`src/hw/rtl/plr_pkg.sv`:
```
// Shared constants and controller/datapath handshake types for the palindromic-length block.
package plr_pkg;

   localparam int unsigned MAX_LEN_DEFAULT = 1024;
   localparam int unsigned CHAR_W          = 8;
   localparam int unsigned OUT_W           = 11;

   typedef struct packed {
      logic load;       // take the request payload, apply a string start
      logic init_walk;  // set up the suffix walk for the new character
      logic issue;      // read the stores for the current suffix length
      logic commit;     // store the answer and fill the result register
      logic emit_ovf;   // fill the result register with an overflow answer
   } plr_cmd_type;

   typedef struct packed {
      logic full;        // capacity already used up
      logic last_issue;  // current suffix length is one
      logic out_free;    // result register can take a new answer
   } plr_status_type;

endpackage

```
`src/hw/rtl/plr_ctrl.sv`:
```
// Controller state machine: sequences load, suffix walk, commit and overflow answers.
module plr_ctrl (
   input  logic                    clock,
   input  logic                    reset,
   input  logic                    req_valid,
   output logic                    req_ready,
   output plr_pkg::plr_cmd_type    cmd,
   input  plr_pkg::plr_status_type status
);
   import plr_pkg::*;

   localparam logic [2:0] ST_IDLE   = 3'd0;
   localparam logic [2:0] ST_SETUP  = 3'd1;
   localparam logic [2:0] ST_WALK   = 3'd2;
   localparam logic [2:0] ST_DRAIN  = 3'd3;
   localparam logic [2:0] ST_COMMIT = 3'd4;
   localparam logic [2:0] ST_OVF    = 3'd5;

   logic [2:0] state_ff;
   logic [2:0] state_in;

   always_comb begin
      state_in  = state_ff;
      cmd       = '0;
      req_ready = 1'b0;
      unique case (state_ff)
         ST_IDLE: begin
            req_ready = 1'b1;
            if (req_valid) begin
               cmd.load = 1'b1;
               state_in = ST_SETUP;
            end
         end
         ST_SETUP: begin
            if (status.full) begin
               state_in = ST_OVF;
            end else begin
               cmd.init_walk = 1'b1;
               state_in      = ST_WALK;
            end
         end
         ST_WALK: begin
            cmd.issue = 1'b1;
            if (status.last_issue) begin
               state_in = ST_DRAIN;
            end
         end
         ST_DRAIN: begin
            // let the last suffix length clear the compare stage
            state_in = ST_COMMIT;
         end
         ST_COMMIT: begin
            if (status.out_free) begin
               cmd.commit = 1'b1;
               state_in   = ST_IDLE;
            end
         end
         ST_OVF: begin
            if (status.out_free) begin
               cmd.emit_ovf = 1'b1;
               state_in     = ST_IDLE;
            end
         end
         default: begin
            state_in = ST_IDLE;
         end
      endcase
   end

   always_ff @(posedge clock) begin
      if (reset) begin
         state_ff <= ST_IDLE;
      end else begin
         state_ff <= state_in;
      end
   end

endmodule

```
`config.mk`:
```
export PLATFORM = sky130hd
export DESIGN_NAME = plr_ctrl
export DESIGN_NICKNAME = d
export VERILOG_FILES = /design/src/hw/rtl/plr_pkg.sv /design/src/hw/rtl/plr_ctrl.sv
export SDC_FILE = /design/constraint.sdc
export NUM_CORES = 1
export LEC_CHECK = 0
export ABC_AREA = 1
export BUFFER_PORTS_ARGS = -buffer_cell sky130_fd_sc_hd__buf_2
export CAP_MARGIN = 20
export CORE_AREA = 2 2 39 41
export CTS_CLUSTER_DIAMETER = 80
export DETAILED_ROUTE_END_ITERATION = 8
export DIE_AREA = 0 0 41 43
export GPL_ROUTABILITY_DRIVEN = 0
export PLACE_DENSITY = 0.36
export SYNTH_ARGS = -nofsm -noshare
export SYNTH_HDL_FRONTEND = slang
export SYNTH_SLANG_ARGS = --single-unit
```
`constraint.sdc`:
```
create_clock -name clock -period 0.8 [get_ports clock]
set_input_delay 0.16 -clock clock [delete_from_list [all_inputs] [get_ports clock]]
set_output_delay 0.16 -clock clock [all_outputs]
set_load 0.02 [all_outputs]
```
Word-level counts from Yosys, hierarchy flattened
Cells that the tools add are included.

storage, ports and cells
  input port bits = 6
  word-level logic and storage cells = 26
  bits in registers = 3

cells by class
  reduce and logical (&&, ||, !) cells = 3
  mux-type cells = 14
  equality and inequality tests = 8

operator list
  cell                                                   count
  one-hot mux 3 bit (5 select lines)                     1
  2-to-1 mux 3 bit                                       4
  2-to-1 mux 1 bit                                       9
  == test 3 x 2 -> 1 bit, second input constant          2
  == test 3 bit, second input constant                   2
  inequality test 2 bit, second input constant           2
  == test 3 x 1 -> 1 bit, second input constant          1
  zero test 3 bit                                        1
  AND reduction 3 bit                                    1
  inequality test 2 x 1 -> 1 bit, second input constant  1
  OR reduction 2 bit                                     1

Logic depth before layout (Yosys ltp)
Gate-level depths: netlist of the first run.

  depth after elaboration = 4
  gate-level depth with buffers = 6
  depth with buffers taken out = 6

Least setup slack after synthesis of the first run
OpenSTA, ideal clock, no wires.

  path kind = register to output
  start point = register state_ff[0]
  end point = output port cmd[0] (netlist bit)
  cell stages (with the launch flop) = 3
  path slack = -530 ps
  buffers on the path = 0
  required time = 640 ps
  arrival time = 1170 ps
  cell sequence = dfxtp_1 > inv_1 > nor4_1

RTL lines
  what                    line            text
  from (decl)             plr_ctrl.sv:19  logic [2:0] state_ff;
  from (signal assigned)  plr_ctrl.sv:74  state_ff <= state_in;
  to (decl)               plr_ctrl.sv:7   output plr_pkg::plr_cmd_type cmd,

==> flow_results.xml, run 1 <==
<?xml version="1.0" encoding="UTF-8"?>
<metrics>
  <group name="outcome">
    <metric name="outcome" unit="">complete, but fails checks</metric>
    <metric name="violations" unit="">setup timing</metric>
  </group>
  <group name="logic_synthesis">
    <metric name="synth_adder_area_share" unit="">0</metric>
    <metric name="synth_compound_area_frac" unit="">0.105</metric>
    <metric name="yosysWarnings" unit="">0</metric>
    <metric name="synth_top_cell_area_share" unit="">0.279</metric>
    <metric name="synth_seq_cells" unit="">3</metric>
    <metric name="combinational_family_with_the_most_area_after_synthesis" unit="">simple AND/OR/NAND/NOR gates</metric>
    <metric name="synth.area.top_cells" unit="">sky130_fd_sc_hd__dfxtp_1, sky130_fd_sc_hd__inv_1, sky130_fd_sc_hd__nand3_2</metric>
    <metric name="syn_inst" unit="">35</metric>
    <metric name="synthDominantAreaCellType" unit="">sky130_fd_sc_hd__dfxtp_1</metric>
    <metric name="postSynthNetCount" unit="">41</metric>
    <metric name="post_synth_xor_xnor_area" unit="">0</metric>
    <metric name="syn-mean-instance-area" unit="sq um">6.15</metric>
    <metric name="synth_area" unit="sq um">215</metric>
    <metric name="yosys.area_share.simple" unit="">0.424</metric>
    <metric name="yosys-mux-area-fraction" unit="">0</metric>
    <metric name="yosys.cell_types.count" unit="">11</metric>
    <metric name="synth_seq_area_share" unit="">0.279</metric>
  </group>
  <group name="pwr">
    <metric name="comb_power_frac" unit="">0.460</metric>
    <metric name="vdd_drop_max" unit="mV">0.915</metric>
    <metric name="net-switching-power" unit="uW">358</metric>
    <metric name="p_int" unit="uW">580</metric>
    <metric name="p_per_area" unit="nW/um^2">2050</metric>
    <metric name="power_frac_clock" unit="">0.281</metric>
    <metric name="p_sw_frac" unit="">0.382</metric>
    <metric name="total_leakage_power" unit="uW">0.000226</metric>
    <metric name="pwr-share-seq" unit="">0.259</metric>
  </group>
  <group name="worst_setup_path">
    <metric name="critical_path_arrival" unit="ns">1.04</metric>
    <metric name="critical_path_fanouts_max" unit="">5</metric>
    <metric name="critPathRequiredTime" unit="ns">0.64</metric>
    <metric name="setup.worst_path.class" unit="">reg2out</metric>
    <metric name="reg2regPathDepth" unit="">7</metric>
    <metric name="cp-start-kind" unit="">flip-flop</metric>
    <metric name="timing.critical_path.to_type" unit="">primary output</metric>
  </group>
  <group name="sta">
    <metric name="maxSlewHeadroom" unit="">0.861</metric>
    <metric name="final-setup-viol-count" unit="">9</metric>
    <metric name="final.setup_skew" unit="ns">0.00400</metric>
    <metric name="fin_crit" unit="ns">1.20</metric>
    <metric name="hold_violations_final" unit="">0</metric>
    <metric name="slew_violations" unit="">0</metric>
    <metric name="hold-worst-slack" unit="ns">0.116</metric>
    <metric name="setup_slack" unit="ns">-0.405</metric>
    <metric name="timing.fmax" unit="MHz">830</metric>
    <metric name="max_slew.worst_pin.slew" unit="ns">0.208</metric>
    <metric name="period_share" unit="">1.51</metric>
    <metric name="rsz0062_at_grt" unit="">yes</metric>
  </group>
  <group name="finish">
    <metric name="largest_reg_flops" unit="">3</metric>
    <metric name="biggestRegsByFlops" unit="">state_ff (3)</metric>
    <metric name="nets" unit="">62</metric>
    <metric name="finish.utilization" unit="">0.330</metric>
    <metric name="largest_register" unit="">state_ff</metric>
    <metric name="area.growth.synth_to_final" unit="%">112</metric>
    <metric name="layout_cell_share_with_drive_strength_beyond_1" unit="">0.691</metric>
    <metric name="diodes" unit="">0</metric>
  </group>
  <group name="route">
    <metric name="wirelength" unit="microns">633</metric>
    <metric name="detail_route.first_pass.iterations" unit="">2</metric>
    <metric name="drc" unit="">0</metric>
    <metric name="first_iter_violations" unit="">3</metric>
    <metric name="detail_route.vias_per_cell" unit="">4.10</metric>
    <metric name="drtAntennaViolNets" unit="">0</metric>
    <metric name="average_wire_per_standard_cell" unit="microns">8.92</metric>
    <metric name="routed-via-count" unit="">291</metric>
  </group>
  <group name="grt">
    <metric name="overflow" unit="">0</metric>
    <metric name="grt_first_pass_wirelength" unit="mm">1.08</metric>
    <metric name="globalRouteTotalUtil" unit="">0.0951</metric>
    <metric name="grt_pass1_vias" unit="">261</metric>
    <metric name="antenna_violations_before_repair" unit="">0</metric>
    <metric name="grt_max_degree" unit="">8</metric>
  </group>
  <group name="clock_tree">
    <metric name="number_of_cts_inserted_buffers" unit="">3</metric>
    <metric name="numClockSinks" unit="">3</metric>
    <metric name="clock_tree_from_tritoncts" unit="">done</metric>
    <metric name="clk_pin_slew" unit="ns">0.03</metric>
    <metric name="clk-insertion-delay-late" unit="ns">0.23</metric>
    <metric name="cts_hold_buf" unit="">0</metric>
    <metric name="cts-root-to-sink-buffers" unit="">2</metric>
    <metric name="cts-htree-levels" unit="">1</metric>
    <metric name="cts_root_buffer" unit="">sky130_fd_sc_hd__clkbuf_4</metric>
  </group>
  <group name="floorplan">
    <metric name="die_area" unit="sq um">1760</metric>
    <metric name="design.portCount" unit="">12</metric>
    <metric name="fp.coreArea" unit="sq um">1380</metric>
    <metric name="placement_rows" unit="">14</metric>
    <metric name="die-height" unit="microns">43</metric>
    <metric name="die-width" unit="microns">41</metric>
    <metric name="initial_utilization" unit="">0.156</metric>
  </group>
  <group name="placement">
    <metric name="detailedPlacementHpwl" unit="microns">465</metric>
    <metric name="portBuffers" unit="">11</metric>
  </group>
  <group name="hold_path">
    <metric name="worstHoldPathType" unit="">in2reg</metric>
    <metric name="whs_path_depth" unit="">2</metric>
  </group>
  <group name="job">
    <metric name="max_cap_viol_count" unit="">0</metric>
  </group>
</metrics>
==> synthesized netlist by cell type <==
| master | instances |
|---|---|
| sky130_fd_sc_hd__a21oi_1 | 3 |
| sky130_fd_sc_hd__dfxtp_1 | 3 |
| sky130_fd_sc_hd__inv_1 | 9 |
| sky130_fd_sc_hd__inv_2 | 2 |
| sky130_fd_sc_hd__nand2_1 | 5 |
| sky130_fd_sc_hd__nand3_1 | 1 |
| sky130_fd_sc_hd__nand3_2 | 3 |
| sky130_fd_sc_hd__nand4_1 | 1 |
| sky130_fd_sc_hd__nor2_1 | 5 |
| sky130_fd_sc_hd__nor4_1 | 2 |
| sky130_fd_sc_hd__o211ai_1 | 1 |
==> cells in the final DEF, fill, tap and decap left out <==
cell type and count:
sky130_fd_sc_hd__nor2_1 2, sky130_fd_sc_hd__buf_4 6, sky130_fd_sc_hd__nor2_2 1, sky130_fd_sc_hd__buf_2 5
sky130_fd_sc_hd__nor2_4 2, sky130_fd_sc_hd__inv_6 1, sky130_fd_sc_hd__buf_6 5, sky130_fd_sc_hd__inv_1 5
sky130_fd_sc_hd__clkbuf_4 3, sky130_fd_sc_hd__nand2_2 2, sky130_fd_sc_hd__dfxtp_4 3, sky130_fd_sc_hd__inv_2 5
sky130_fd_sc_hd__nor4_4 2, sky130_fd_sc_hd__clkbuf_1 1, sky130_fd_sc_hd__nand3_1 1, sky130_fd_sc_hd__nand4_1 1
sky130_fd_sc_hd__nand3_2 3, sky130_fd_sc_hd__o211ai_1 1, sky130_fd_sc_hd__nand2_1 3, sky130_fd_sc_hd__a21oi_1 3
==> cell families after synthesis <==
family / after synthesis
DFF: 3
buffers and inverters: 11
AOI/OAI and AO/OA: 4
and+or+nand+nor: 17
==> power groups by stage <==
stage | Combinational, uW | Sequential, uW | Clock, uW
6_report | 431 | 243 | 264
5_1_grt | 464 | 250 | 301
4_1_cts | 429 | 239 | 278
3_5_place_dp | 343 | 228 | 0
3_3_place_gp | 347 | 230 | 0
2_1_floorplan | 234 | 224 | 0
==> cell type report <==
cell class / instances / area, sq um
fillers: 158 / 927
repair buffers: 16 / 126
clock buffers: 4 / 26.3
flip-flops and latches: 3 / 71.3
well taps: 16 / 20.0
inverters: 11 / 46.3
multi-input cells: 21 / 166
==> final timing paths <==
path / to / slack (ns) / startpoint
hold / removal: state_ff[1] / 0.12 / reset
setup reg to reg: state_ff[0] / -0.16 / state_ff[0]
hold reg to reg: state_ff[1] / 0.59 / state_ff[2]
setup / recovery: cmd[0] / -0.40 / state_ff[1]
==> layer usage <==
metal  global-route usage  wire length [microns]  up-vias
met5                    0                      0        -
met4               0.0800                      0        0
met3               0.0314                     27        0
met2                0.131                    332        7
met1                0.111                    273      131
li1                     -                      -      153
==> critical path: stages, from the launching register on <==
cell                      delay, ns
sky130_fd_sc_hd__dfxtp_4       0.37
sky130_fd_sc_hd__nor4_4        0.27
sky130_fd_sc_hd__buf_4         0.18
==> what timing repair did <==
action,CTS,global route
resized for setup,16,2
endpoints found under the setup margin,9,9
pin swaps,8,3
gates cloned,0,0
setup buffers,1,0
==> through the flow <==
step / cell area [sq um] / setup TNS (ns) / worst slack, ns / instances / total power [uW]
after floorplan: 267 / -0.481 / -0.122 / 35 / 458
after global placement: 372 / -1.33 / -0.203 / 66 / 577
after detailed placement: 372 / -1.26 / -0.216 / 66 / 571
after CTS: 453 / -2.58 / -0.430 / 71 / 947
after global routing: 457 / -3.02 / -0.456 / 71 / 1010
final: 457 / -2.47 / -0.405 / 71 / 938
Power figures use the tool's default switching activity.
==> inputs of run 2 (changes only) <==
--- a/config.mk
+++ b/config.mk
@@ -6,14 +6,15 @@
 export NUM_CORES = 1
 export LEC_CHECK = 0
 export ABC_AREA = 1
-export BUFFER_PORTS_ARGS = -buffer_cell sky130_fd_sc_hd__buf_2
 export CAP_MARGIN = 20
 export CORE_AREA = 2 2 39 41
 export CTS_CLUSTER_DIAMETER = 80
 export DETAILED_ROUTE_END_ITERATION = 8
 export DIE_AREA = 0 0 41 43
+export DONT_BUFFER_PORTS = 1
 export GPL_ROUTABILITY_DRIVEN = 0
-export PLACE_DENSITY = 0.36
+export PLACE_DENSITY = 0.3
+export REMOVE_ABC_BUFFERS = 1
 export SYNTH_ARGS = -nofsm -noshare
 export SYNTH_HDL_FRONTEND = slang
 export SYNTH_SLANG_ARGS = --single-unit
==> run 2 against run 1 <==
The run still ends with setup timing left. First-iteration DRC count down 100%. Global-route usage up 0.71 points. Clock skew down 0.0020 ns. Sequential power down 5%. Sequential cell count unchanged. Count of clock-buffer cells in the layout unchanged. Highest routed layer unchanged.
==> flow_results.xml, run 2 (synthesized netlist as in run 1, its figures left out) <==
<?xml version="1.0" encoding="UTF-8"?>
<metrics>
  <group name="grt">
    <metric name="grt.met1_usage" unit="">0.0990</metric>
    <metric name="busiest_layer" unit="">met2</metric>
    <metric name="globalRouteTotalUtil" unit="">0.102</metric>
    <metric name="antenna_violations_before_repair" unit="">0</metric>
    <metric name="grt_use_met2" unit="">0.172</metric>
    <metric name="global_route.usage.met3" unit="">0.0524</metric>
    <metric name="grt_max_degree" unit="">8</metric>
    <metric name="grt_first_pass_wirelength" unit="mm">1.21</metric>
    <metric name="overflow" unit="">0</metric>
    <metric name="grt_pass1_vias" unit="">304</metric>
  </group>
  <group name="sta">
    <metric name="final-setup-viol-count" unit="">9</metric>
    <metric name="max_slew.worst_pin.slew" unit="ns">0.222</metric>
    <metric name="maxSlewHeadroom" unit="">0.852</metric>
    <metric name="final.setup_skew" unit="ns">0.00198</metric>
    <metric name="rsz0062_at_grt" unit="">yes</metric>
    <metric name="period_share" unit="">1.56</metric>
    <metric name="timing.fmax" unit="MHz">802</metric>
    <metric name="hold_violations_final" unit="">0</metric>
    <metric name="slew_violations" unit="">0</metric>
    <metric name="setup_slack" unit="ns">-0.447</metric>
    <metric name="fin_crit" unit="ns">1.25</metric>
  </group>
  <group name="finish">
    <metric name="nets" unit="">59</metric>
    <metric name="layout_cell_share_with_drive_strength_beyond_1" unit="">0.712</metric>
    <metric name="layout.cells.most_common_list" unit="">sky130_fd_sc_hd__buf_4, sky130_fd_sc_hd__buf_6, sky130_fd_sc_hd__inv_1</metric>
    <metric name="finish.utilization" unit="">0.344</metric>
    <metric name="biggestRegsByFlops" unit="">state_ff (3)</metric>
    <metric name="largest_reg_flops" unit="">3</metric>
    <metric name="fin_area" unit="sq um">477</metric>
    <metric name="area.growth.synth_to_final" unit="%">122</metric>
    <metric name="diodes" unit="">0</metric>
    <metric name="largest_register" unit="">state_ff</metric>
  </group>
  <group name="route">
    <metric name="first_iter_violations" unit="">0</metric>
    <metric name="detail_route.vias_per_cell" unit="">4.41</metric>
    <metric name="routed-via-count" unit="">300</metric>
    <metric name="drc" unit="">0</metric>
    <metric name="average_wire_per_standard_cell" unit="microns">11.1</metric>
    <metric name="detail_route.first_pass.iterations" unit="">1</metric>
    <metric name="wirelength" unit="microns">753</metric>
    <metric name="drtAntennaViolNets" unit="">0</metric>
  </group>
  <group name="floorplan">
    <metric name="die_area" unit="sq um">1760</metric>
    <metric name="initial_utilization" unit="">0.156</metric>
    <metric name="placement_rows" unit="">14</metric>
    <metric name="design.portCount" unit="">12</metric>
    <metric name="die-height" unit="microns">43</metric>
    <metric name="fp.coreArea" unit="sq um">1380</metric>
    <metric name="die-width" unit="microns">41</metric>
  </group>
  <group name="clock_tree">
    <metric name="cts_root_buffer" unit="">sky130_fd_sc_hd__clkbuf_4</metric>
    <metric name="clk_pin_slew" unit="ns">0.04</metric>
    <metric name="clk-insertion-delay-late" unit="ns">0.23</metric>
    <metric name="numClockSinks" unit="">3</metric>
    <metric name="cts-root-to-sink-buffers" unit="">2</metric>
    <metric name="number_of_cts_inserted_buffers" unit="">3</metric>
    <metric name="cts-htree-levels" unit="">1</metric>
    <metric name="clock_tree_from_tritoncts" unit="">done</metric>
  </group>
  <group name="job">
    <metric name="max_cap_viol_count" unit="">0</metric>
  </group>
  <group name="worst_setup_path">
    <metric name="critical_path_fanouts_max" unit="">5</metric>
    <metric name="path_cells" unit="">inv_6 &gt; nor4_4 &gt; buf_4</metric>
    <metric name="crit_slowest_cell" unit="">sky130_fd_sc_hd__dfxtp_4</metric>
    <metric name="critical_path_arrival" unit="ns">1.09</metric>
    <metric name="cp-start-kind" unit="">flip-flop</metric>
    <metric name="timing.critical_path.to_type" unit="">primary output</metric>
    <metric name="critPathRequiredTime" unit="ns">0.64</metric>
    <metric name="rrSetupSlack" unit="ns">-0.27</metric>
    <metric name="critical-path-max-stage-delay" unit="ns">0.36</metric>
    <metric name="setup.worst_path.class" unit="">reg2out</metric>
  </group>
  <group name="pwr">
    <metric name="p_per_area" unit="nW/um^2">2050</metric>
    <metric name="total_leakage_power" unit="uW">0.000218</metric>
    <metric name="post-layout-total-power" unit="uW">976</metric>
    <metric name="vdd_drop_max" unit="mV">0.643</metric>
  </group>
  <group name="placement">
    <metric name="post-place-ws" unit="ns">-0.228</metric>
    <metric name="detailedPlacementHpwl" unit="microns">473</metric>
    <metric name="portBuffers" unit="">0</metric>
    <metric name="dpl-instance-area" unit="sq um">295</metric>
  </group>
  <group name="outcome">
    <metric name="violations" unit="">setup timing</metric>
    <metric name="outcome" unit="">complete, but fails checks</metric>
  </group>
  <group name="hold_path">
    <metric name="worstHoldPathType" unit="">in2reg</metric>
  </group>
</metrics>
==> run 2: critical path, delay by kind of cell, from the launching register on <==
kind	cells	cell delay, ns
DFF	1	0.36
and+or+nand+nor	1	0.26
buffers and inverters	2	0.23
==> run 2: worst paths after layout <==
path	startpoint	endpoint	cells past startpoint
worst min-delay path	reset	state_ff[0]	3
worst min register to register	state_ff[1]	state_ff[1]	2
worst max-delay path	state_ff[2]	cmd[0]	3
worst max register to register	state_ff[2]	state_ff[0]	8
==> run 2: final cells by class <==
class / instances / area [sq um]
Tap cell: 16 / 20.0
Sequential cell: 3 / 71.3
Timing Repair Buffer: 13 / 123
Multi-Input combinational cell: 21 / 183
Fill cell: 155 / 907
Clock buffer: 4 / 26.3
Inverter: 11 / 53.8
==> run 2: layer usage <==
layer  vias to the layer above  wire (microns)
met1                       150             245
met4                         0               0
met2                         6             462
li1                        144               -
met3                         0              44
met5                         -               0
==> run 2: per-stage QoR <==
stage	hold WS [ns]	std cells	TNS, ns
2_1_floorplan	0.229	35	-1.48
3_3_place_gp	0.231	59	-1.68
3_5_place_dp	0.233	59	-1.59
4_1_cts	0.0589	67	-2.75
5_1_grt	0.0684	68	-3.33
6_report	0.0671	68	-2.84
==> run 2: power by group <==
part	total (uW)	switching, uW	internal, uW
Sequential	231	51.0	180
Combinational	482	253	229
Clock	262	75.7	187
==> run 2: what timing repair did <==
| action | in CTS | in global routing |
|---|---|---|
| endpoints found under the hold margin | 2 | 0 |
| gates cloned | 0 | 0 |
| setup buffers | 4 | 3 |
| pin swaps | 8 | 11 |
| resized for setup | 27 | 10 |
| setup endpoints to repair | 9 | 9 |
| hold buffers | 1 | 0 |
